==> config.mk <==
export PLATFORM = sky130hd
export DESIGN_NAME = idle_power_stage_governor
export DESIGN_NICKNAME = d
export VERILOG_FILES = /design/src/hdl/ipsg_pkg.sv /design/src/hdl/idle_power_stage_governor.sv /design/src/hdl/ipsg_div.sv /design/src/hdl/ipsg_dp.sv /design/src/hdl/ipsg_ctrl.sv
export SDC_FILE = /design/constraint.sdc
export NUM_CORES = 2
export LEC_CHECK = 0
export BUFFER_PORTS_ARGS = -buffer_cell sky130_fd_sc_hd__clkbuf_2
export CORE_MARGIN = 10
export CORE_UTILIZATION = 47
export CTS_CLUSTER_DIAMETER = 150
export DETAILED_ROUTE_END_ITERATION = 12
export PLACE_DENSITY = 0.59
export RECOVER_POWER = 25
export SLEW_MARGIN = 10
export SYNTH_ARGS = -nofsm -noshare
export SYNTH_HDL_FRONTEND = slang
export SYNTH_SLANG_ARGS = --single-unit
==> constraint.sdc <==
create_clock -name clk -period 9.3 [get_ports clk]
set_clock_uncertainty 0.2 [all_clocks]
set_input_delay 1.86 -clock clk [delete_from_list [all_inputs] [get_ports clk]]
set_output_delay 1.86 -clock clk [all_outputs]
set_load 0.005 [all_outputs]
==> src/hdl/ipsg_pkg.sv <==
`default_nettype none

package ipsg_pkg;

  // Power stages
  localparam logic [1:0] STAGE_FULL    = 2'd0;
  localparam logic [1:0] STAGE_REDUCED = 2'd1;
  localparam logic [1:0] STAGE_LIGHT   = 2'd2;
  localparam logic [1:0] STAGE_DEEP    = 2'd3;

  // Request kinds
  localparam logic KIND_BOOT = 1'b0;
  localparam logic KIND_TICK = 1'b1;

  // Configuration register indexes
  localparam int CfgIndexW = 3;
  localparam int CfgDataW  = 32;
  localparam logic [CfgIndexW-1:0] CFG_REDUCED_AFTER = 3'd0;
  localparam logic [CfgIndexW-1:0] CFG_LIGHT_AFTER   = 3'd1;
  localparam logic [CfgIndexW-1:0] CFG_DEEP_AFTER    = 3'd2;
  localparam logic [CfgIndexW-1:0] CFG_RECONNECT     = 3'd3;
  localparam logic [CfgIndexW-1:0] CFG_MIN_WAIT      = 3'd4;
  localparam logic [CfgIndexW-1:0] CFG_MAX_WAIT      = 3'd5;
  localparam logic [CfgIndexW-1:0] CFG_FULL_WAIT     = 3'd6;
  localparam logic [CfgIndexW-1:0] CFG_NAP_WAIT      = 3'd7;

  // Configuration reset values
  localparam logic [31:0] RST_REDUCED_AFTER = 32'd1000;
  localparam logic [31:0] RST_LIGHT_AFTER   = 32'd30000;
  localparam logic [31:0] RST_DEEP_AFTER    = 32'd300000;
  localparam logic [31:0] RST_RECONNECT     = 32'd10000;
  localparam logic [15:0] RST_MIN_WAIT      = 16'd5;
  localparam logic [15:0] RST_MAX_WAIT      = 16'd50;
  localparam logic [15:0] RST_FULL_WAIT     = 16'd5;
  localparam logic [15:0] RST_NAP_WAIT      = 16'd500;

  // Ramp product and divider sizing
  localparam int ProdW   = 48;
  localparam int DivCntW = $clog2(ProdW);

  typedef struct packed {
    logic        kind;
    logic [31:0] now_ms;
    logic        woke_from_timer;
    logic        wifi_connected;
    logic        bt_connected;
    logic        engine_on;
    logic        ignition_on;
    logic        ignition_external;
    logic        active_after_sleep;
  } in_t;

  typedef struct packed {
    logic [1:0]  stage;
    logic        stage_entered;
    logic [15:0] wait_ms;
  } out_t;

  // Controller to datapath
  typedef struct packed {
    logic load;
    logic eval;
    logic classify;
    logic mul;
    logic div_start;
    logic commit;
  } cmd_t;

  // Datapath to controller
  typedef struct packed {
    logic ramp;
    logic div_done;
  } status_t;

endpackage

`default_nettype wire

==> src/hdl/idle_power_stage_governor.sv <==
`default_nettype none

// Channel   | Handshake                  | Payload
// ----------+----------------------------+----------------------------------
// request   | item_valid / item_stall    | item   (in_t: kind, now_ms, flags)
// result    | result_valid / result_stall| result (out_t: stage, entered, wait)
// config    | cfg_we                     | cfg_index, cfg_data
//
// One request at a time. Boot, active and non-ramp idle requests go from
// acceptance through eval, classify and multiply to commit; a request that lands
// in the reduced stage also runs the bit-per-cycle 48-bit ramp divider.
// rst is synchronous: configuration returns to its defaults, stage to full.
// A stalled result sits in the output register; the next request is taken
// meanwhile and waits before commit until that register frees up.

module idle_power_stage_governor
  import ipsg_pkg::*;
(
  input  wire logic                 clk,
  input  wire logic                 rst,
  input  wire logic                 item_valid,
  output logic                      item_stall,
  input  wire in_t                  item,
  output logic                      result_valid,
  input  wire logic                 result_stall,
  output out_t                      result,
  input  wire logic                 cfg_we,
  input  wire logic [CfgIndexW-1:0] cfg_index,
  input  wire logic [CfgDataW-1:0]  cfg_data
);

  cmd_t    cmd;
  status_t st;

  // Sequencer: walks each request through eval, classify, ramp and commit
  ipsg_ctrl u_ctrl (
    .clk          (clk),
    .rst          (rst),
    .item_valid   (item_valid),
    .item_stall   (item_stall),
    .result_valid (result_valid),
    .result_stall (result_stall),
    .st           (st),
    .cmd          (cmd)
  );

  // Datapath: configuration, idle timing, thresholds, ramp multiply/divide
  ipsg_dp u_dp (
    .clk       (clk),
    .rst       (rst),
    .cfg_we    (cfg_we),
    .cfg_index (cfg_index),
    .cfg_data  (cfg_data),
    .item      (item),
    .cmd       (cmd),
    .st        (st),
    .result    (result)
  );

`ifndef SYNTHESIS
  // an accepted request must start evaluation on the next cycle
  a_accept_eval: assert property (@(posedge clk) disable iff (rst)
    (item_valid && !item_stall) |=> cmd.eval)
    else $error("accepted request did not advance to eval");

  // never overwrite a result that is still waiting
  a_no_overwrite: assert property (@(posedge clk) disable iff (rst)
    cmd.commit |-> (!result_valid || !result_stall))
    else $error("commit over a pending result");

  // a commit always presents a result
  a_commit_valid: assert property (@(posedge clk) disable iff (rst)
    cmd.commit |=> result_valid)
    else $error("commit without result valid");

  // no new request while one is being committed
  a_one_in_flight: assert property (@(posedge clk) disable iff (rst)
    cmd.commit |-> item_stall)
    else $error("request accepted during commit");
`endif

endmodule

`default_nettype wire

==> src/hdl/ipsg_div.sv <==
`default_nettype none

module ipsg_div
  import ipsg_pkg::*;
(
  input  wire logic             clk,
  input  wire logic             rst,
  input  wire logic             start,
  input  wire logic [ProdW-1:0] dividend,
  input  wire logic [31:0]      divisor,
  output logic                  done,
  output logic [ProdW-1:0]      quotient
);

  logic               busy;
  logic [DivCntW-1:0] cnt;
  logic [31:0]        rem;
  logic [ProdW-1:0]   dq;
  logic [32:0]        rem_sh;
  logic [32:0]        rem_sub;
  logic               ge;

  // One restoring step: shift in the next dividend bit, subtract when it fits
  always_comb begin
    rem_sh  = {rem, dq[ProdW-1]};
    rem_sub = rem_sh - {1'b0, divisor};
    ge      = (rem_sh >= {1'b0, divisor});
  end

  always_ff @(posedge clk) begin
    if (rst) begin
      busy <= 1'b0;
      cnt  <= '0;
      done <= 1'b0;
    end else begin
      done <= busy && (cnt == DivCntW'(ProdW - 1));
      if (start) begin
        busy <= 1'b1;
        cnt  <= '0;
      end else if (busy) begin
        cnt <= cnt + 1'b1;
        if (cnt == DivCntW'(ProdW - 1)) begin
          busy <= 1'b0;
        end
      end
    end
  end

  always_ff @(posedge clk) begin
    if (start) begin
      rem <= '0;
      dq  <= dividend;
    end else if (busy) begin
      rem <= ge ? rem_sub[31:0] : rem_sh[31:0];
      dq  <= {dq[ProdW-2:0], ge};
    end
  end

  assign quotient = dq;

endmodule

`default_nettype wire

==> src/hdl/ipsg_dp.sv <==
`default_nettype none

module ipsg_dp
  import ipsg_pkg::*;
(
  input  wire logic                 clk,
  input  wire logic                 rst,
  input  wire logic                 cfg_we,
  input  wire logic [CfgIndexW-1:0] cfg_index,
  input  wire logic [CfgDataW-1:0]  cfg_data,
  input  wire in_t                  item,
  input  wire cmd_t                 cmd,
  output status_t                   st,
  output out_t                      result
);

  // Configuration
  logic [31:0] reduced_after;
  logic [31:0] light_after;
  logic [31:0] deep_after;
  logic [31:0] reconnect;
  logic [15:0] min_wait;
  logic [15:0] max_wait;
  logic [15:0] full_wait;
  logic [15:0] nap_wait;

  // Governor state
  logic [31:0] idle_origin;
  logic        idle_valid;
  logic [1:0]  power_stage;

  // Working registers
  in_t              req;
  logic [31:0]      idle;
  logic [31:0]      boot_delta;
  logic [1:0]       cls_stage;
  logic [31:0]      pos;
  logic [31:0]      range;
  logic [15:0]      diff;
  logic [ProdW-1:0] prod;

  logic             active;
  logic             div_done;
  logic [ProdW-1:0] quotient;
  logic [16:0]      ramp_sum;
  logic [15:0]      ramp_wait;

  logic [31:0] idle_origin_next;
  logic        idle_valid_next;
  logic [1:0]  power_stage_next;
  logic        entered;
  logic [15:0] wait_val;

  always_ff @(posedge clk) begin
    if (rst) begin
      reduced_after <= RST_REDUCED_AFTER;
      light_after   <= RST_LIGHT_AFTER;
      deep_after    <= RST_DEEP_AFTER;
      reconnect     <= RST_RECONNECT;
      min_wait      <= RST_MIN_WAIT;
      max_wait      <= RST_MAX_WAIT;
      full_wait     <= RST_FULL_WAIT;
      nap_wait      <= RST_NAP_WAIT;
    end else if (cfg_we) begin
      case (cfg_index)
        CFG_REDUCED_AFTER: reduced_after <= cfg_data[31:0];
        CFG_LIGHT_AFTER:   light_after   <= cfg_data[31:0];
        CFG_DEEP_AFTER:    deep_after    <= cfg_data[31:0];
        CFG_RECONNECT:     reconnect     <= cfg_data[31:0];
        CFG_MIN_WAIT:      min_wait      <= cfg_data[15:0];
        CFG_MAX_WAIT:      max_wait      <= cfg_data[15:0];
        CFG_FULL_WAIT:     full_wait     <= cfg_data[15:0];
        CFG_NAP_WAIT:      nap_wait      <= cfg_data[15:0];
        default: ;
      endcase
    end
  end

  assign active = req.wifi_connected | req.bt_connected | req.engine_on |
                  (req.ignition_on & req.ignition_external);

  always_ff @(posedge clk) begin
    if (cmd.load) begin
      req <= item;
    end
    if (cmd.eval) begin
      idle       <= req.now_ms - (idle_valid ? idle_origin : req.now_ms);
      boot_delta <= deep_after - reconnect;
    end
    if (cmd.classify) begin
      if (idle < reduced_after) begin
        cls_stage <= STAGE_FULL;
      end else if (idle < light_after) begin
        cls_stage <= STAGE_REDUCED;
      end else if (idle < deep_after) begin
        cls_stage <= STAGE_LIGHT;
      end else begin
        cls_stage <= STAGE_DEEP;
      end
      pos   <= idle - reduced_after;
      range <= light_after - reduced_after;
      diff  <= (max_wait > min_wait) ? (max_wait - min_wait) : 16'd0;
    end
    if (cmd.mul) begin
      prod <= ProdW'(diff) * ProdW'(pos);
    end
  end

  ipsg_div u_div (
    .clk      (clk),
    .rst      (rst),
    .start    (cmd.div_start),
    .dividend (prod),
    .divisor  (range),
    .done     (div_done),
    .quotient (quotient)
  );

  assign st.ramp     = (req.kind == KIND_TICK) && !active && (cls_stage == STAGE_REDUCED);
  assign st.div_done = div_done;

  // Ramp end: add the start wait, cap at the top of the ramp
  always_comb begin
    ramp_sum = {1'b0, min_wait} + {1'b0, quotient[15:0]};
    if ((|quotient[ProdW-1:16]) || (ramp_sum > {1'b0, max_wait})) begin
      ramp_wait = max_wait;
    end else begin
      ramp_wait = ramp_sum[15:0];
    end
  end

  always_comb begin
    idle_origin_next = idle_origin;
    idle_valid_next  = idle_valid;
    power_stage_next = power_stage;
    entered          = 1'b0;
    wait_val         = 16'd0;
    if (req.kind == KIND_BOOT) begin
      power_stage_next = STAGE_FULL;
      entered          = 1'b1;
      idle_valid_next  = req.woke_from_timer;
      idle_origin_next = req.woke_from_timer ? (req.now_ms - boot_delta) : 32'd0;
    end else if (active) begin
      idle_valid_next  = 1'b0;
      power_stage_next = STAGE_FULL;
      entered          = (power_stage != STAGE_FULL);
      wait_val         = full_wait;
    end else begin
      idle_valid_next  = 1'b1;
      idle_origin_next = idle_valid ? idle_origin : req.now_ms;
      power_stage_next = cls_stage;
      entered          = (power_stage != cls_stage);
      case (cls_stage)
        STAGE_FULL:    wait_val = full_wait;
        STAGE_REDUCED: wait_val = ramp_wait;
        STAGE_LIGHT: begin
          wait_val = nap_wait;
          // activity on waking: drop back to full, always an entry
          if (req.active_after_sleep) begin
            idle_valid_next  = 1'b0;
            power_stage_next = STAGE_FULL;
            entered          = 1'b1;
          end
        end
        STAGE_DEEP:    wait_val = 16'd0;
        default:       wait_val = 16'd0;
      endcase
    end
  end

  always_ff @(posedge clk) begin
    if (rst) begin
      idle_origin <= '0;
      idle_valid  <= 1'b0;
      power_stage <= STAGE_FULL;
    end else if (cmd.commit) begin
      idle_origin <= idle_origin_next;
      idle_valid  <= idle_valid_next;
      power_stage <= power_stage_next;
    end
  end

  always_ff @(posedge clk) begin
    if (cmd.commit) begin
      result.stage         <= power_stage_next;
      result.stage_entered <= entered;
      result.wait_ms       <= wait_val;
    end
  end

endmodule

`default_nettype wire

==> src/hdl/ipsg_ctrl.sv <==
`default_nettype none

module ipsg_ctrl
  import ipsg_pkg::*;
(
  input  wire logic    clk,
  input  wire logic    rst,
  input  wire logic    item_valid,
  output logic         item_stall,
  output logic         result_valid,
  input  wire logic    result_stall,
  input  wire status_t st,
  output cmd_t         cmd
);

  typedef enum logic [6:0] {
    S_IDLE   = 7'b0000001,
    S_EVAL   = 7'b0000010,
    S_CLASS  = 7'b0000100,
    S_MUL    = 7'b0001000,
    S_DSTART = 7'b0010000,
    S_DWAIT  = 7'b0100000,
    S_DONE   = 7'b1000000
  } state_t;

  state_t state;
  state_t state_next;
  logic   result_valid_next;
  logic   out_free;

  assign item_stall = (state != S_IDLE);
  assign out_free   = !result_valid || !result_stall;

  always_comb begin
    state_next    = state;
    cmd           = '0;
    case (state)
      S_IDLE: begin
        if (item_valid) begin
          cmd.load   = 1'b1;
          state_next = S_EVAL;
        end
      end
      S_EVAL: begin
        cmd.eval   = 1'b1;
        state_next = S_CLASS;
      end
      S_CLASS: begin
        cmd.classify = 1'b1;
        state_next   = S_MUL;
      end
      S_MUL: begin
        cmd.mul    = 1'b1;
        state_next = st.ramp ? S_DSTART : S_DONE;
      end
      S_DSTART: begin
        cmd.div_start = 1'b1;
        state_next    = S_DWAIT;
      end
      S_DWAIT: begin
        if (st.div_done) begin
          state_next = S_DONE;
        end
      end
      S_DONE: begin
        // hold until the output register can take the result
        if (out_free) begin
          cmd.commit = 1'b1;
          state_next = S_IDLE;
        end
      end
      default: state_next = S_IDLE;
    endcase
  end

  always_comb begin
    if (cmd.commit) begin
      result_valid_next = 1'b1;
    end else if (result_valid && !result_stall) begin
      result_valid_next = 1'b0;
    end else begin
      result_valid_next = result_valid;
    end
  end

  always_ff @(posedge clk) begin
    if (rst) begin
      state        <= S_IDLE;
      result_valid <= 1'b0;
    end else begin
      state        <= state_next;
      result_valid <= result_valid_next;
    end
  end

endmodule

`default_nettype wire

==> impl_metrics.csv <==
group,metric,value,unit
place,place.gp.congestion,0.884,
layout,fin_util,51.4,%
timing,max_freq,129,MHz
cts,cts_resized,0,
setup_path,crit_fanout,19,
cts,cts_root_buf,"clkbuf_16",
die,die-area,0.118,sq mm
synthesis,synth-seq-area-share,29.5,%
cts,htreeDepth,3,
drt,via_count,37660,
drt,wl_per_cell,19.2,um
drt,vias_per_cell,5.40,
synthesis,netlist_area,0.0493,sq mm
timing,finalCriticalPeriod,7750,ps
timing,grt_setup_unrepaired,"no",
grt,first_global_vias,38140,
die,io_pins,101,
drt,drt_wl_total,134000,um
layout,nNetsFinal,6460,
setup_path,critPathLaunchType,"flop",
pwr,vdd_drop_max,0.000152,V
cts,clkTransAtPathRegs,60,ps
layout,fillers,9812,
timing,finalHoldViolCount,0,
synthesis,synth_cells,5529,
die,rows,118,
synthesis,synth.avg_cell_area,8.91,sq um
synthesis,synth_top_area_share,18.3,%
synthesis,syn_nets,6454,
setup_path,critPathRequiredTime,9470,ps
grt,grt_pass1_wl,212000,um
synthesis,synth_area_leaders,"edfxtp_1 (18%), fa_1 (17%), dfxtp_1 (11%), ha_1 (11%), nand2_1 (7.3%)",
drt,drc_errors,0,
cts,cts_made_buffers,72,
synthesis,synthTopCellsByCount,"nand2_1 (959), inv_1 (730), fa_1 (426)",
timing,relSlewSlack,-138,%
layout,final_layout_size_suffix_gt1_share,5.02,%
setup_path,arrival,7920,ps
timing,fin_crit_sh,83.3,%
setup_path,r2r_cells,22,
cts,tritoncts,"done",
grt,grt_overflow,0,
layout,regArea,0.0145,sq mm
die,die_w,344,um
min_path,min_path_cells,2,
timing,fin_setup_tns,0,ps
timing,worst_pin_slew,3560,ps
synthesis,synth_most_common_cell,"nand2_1",
min_path,hold_class,"flop to flop",
drt,first_pass_iters,5,
grt,grt_util_all_layers,22.7,%
cts,postCtsSetupRepairBufs,0,
cts,ctsHoldBuffers,0,
pwr,power.total,8360,uW
outcome,status,"finished with violations",
cts,clock_path_buffers,3,
synthesis,synth-edff-count,301,
layout,multi_input_area,0.0312,sq mm
synthesis,synthFlopType,"edfxtp_1",
grt,grt_max_degree,170,
cts,worstSkewPairLatency,640,ps
place,dp_slack,1270,ps
die,initial_core_util,47.5,%
drt,postRouteAntennaNets,0,
setup_path,path_class,"flop to flop",
synthesis,async_flop_share,0,%
setup_path,end_kind,"flop",
place,dpl.hpwl,100000,um
synthesis,yosysWarningCount,0,
drt,first_iter_violations,2367,
synthesis,synth.distinct_cells,75,
pwr,power_density,157,mW/mm^2
die,coreArea,0.104,sq mm
outcome,violations,"max-capacitance violations, max-slew violations",
timing,setup_slack,1550,ps
job,cap_viol_max_count,7,
timing,whs,252,ps
layout,area_delta_synth_final,8.37,%
synthesis,synth-seq-cells,576,
die,fp.dieH,344,um
place,port_buffers,100,
timing,setup_violations,0,
timing,drv_slew,368,
cts,cts_sinks,576,
synthesis,synth_top_area_cell,"edfxtp_1",
pwr,p_leak,0.0233,uW
grt,antenna_found_initial,3,
[path summary, 6_finish.rpt]
check / from / endpoint / slack (ps)
worst min register to register: u_dp.reduced_after[24] / u_dp.reduced_after[24] / 250
worst max-delay path: u_dp.diff[10] / u_dp.prod[47] / 1550
worst max register to register: u_dp.diff[10] / u_dp.prod[47] / 1550
worst min-delay path: u_dp.reduced_after[24] / u_dp.reduced_after[24] / 250
[worst max-delay path, stage by stage, from the launching register on]
cell and delay (ps):
edfxtp_1 960, buf_4 380, nand2_1 110, fa_1 560
inv_1 60, fa_1 560, fa_1 440, fa_1 470
fa_1 490, inv_1 50, fa_1 480, inv_1 40
ha_1 350, a21o_1 180, a21oi_1 190, inv_1 60
a221oi_1 340, a21oi_1 220, o21ai_1 390, a21oi_1 180
a221oi_1 440, o21ai_0 180, xnor2_1 150
[cell families (layout without fill, tap and decap cells)]
logic type                 Yosys count  after routing  synth area share, %
AOI/OAI and AO/OA                 1079           1079                 13.7
xor gates and xnor gates           230            230                 4.09
adders and majority gates          845            845                 27.9
buffers and inverters              944           1008                 7.31
DFF                                576            576                 29.5
muxes                               48             48                0.975
other                                0              2                    0
and+or+nand+nor                   1807           1807                 16.5
[cells in the final DEF (no fill, tap or decap), types with 10 or more instances in the layout]
cell	synthesis	layout
nand2_1	959	958
inv_1	730	729
fa_1	426	426
ha_1	419	419
a21oi_1	394	393
edfxtp_1	301	301
dfxtp_1	275	274
nor2_1	265	261
and2_1	219	218
o21ai_0	210	212
xnor2_1	157	157
a21o_1	130	130
clkbuf_2	6	97
xor2_1	73	73
clkbuf_16	0	73
nor3_1	67	65
nand3_1	63	63
nand2b_1	56	56
a31oi_1	51	51
mux2i_1	48	48
o21a_1	46	46
nor2b_1	40	40
nand4_1	36	36
a211oi_1	36	36
buf_4	10	36
a211o_1	34	34
clkbuf_1	189	28
o21bai_1	24	24
or3_1	21	21
nand3b_1	19	19
and3_1	18	18
a22oi_1	17	17
nor4_1	16	16
o211ai_1	16	16
a21boi_0	13	13
clkbuf_8	0	13
clkinv_2	0	13
or2_2	10	10
a41oi_1	10	10
[where the power goes]
group	switching, uW	internal (uW)
Sequential	82.6	2880
Clock	1160	1640
Combinational	1540	1060
[per-layer routing]
metal  wire [um]  vias up  GRT usage [%]
li1            -    18336              -
met1       60700    18220           30.7
met2       61800      929           37.3
met3        7500      175           3.45
met4        3800        0           6.66
met5           0        -              0
[metrics by stage]
step                instances  cell area, sq um
floorplan                5529             49300
global placement         6838             51000
detailed placement       6838             51000
CTS                      6970             53400
global route             6973             53400
finish                   6975             53400
[sequential cells by signal, indices dropped and copies added, names as in the netlist, 32 cells and up]
register and count:
u_dp.reconnect 32, u_dp.boot_delta 32, u_dp.pos 32, u_dp.idle 32
u_dp.deep_after 32, u_dp.idle_origin 32, u_dp.u_div.quotient 48, u_dp.range 32
u_dp.light_after 32, u_dp.prod 48, u_dp.u_div.rem 32, u_dp.req 40
u_dp.reduced_after 32
[cell type report]
type                    instances  area share [%]
clock buffers                 105            3.89
well taps                    1380            3.23
clock inverters                27           0.497
diodes                          2         0.00937
repair buffers                146            1.62
multi-input cells            4009            58.4
inverters                     730            5.13
flip-flops and latches        576            27.2
Power figures use the tool's default switching activity.
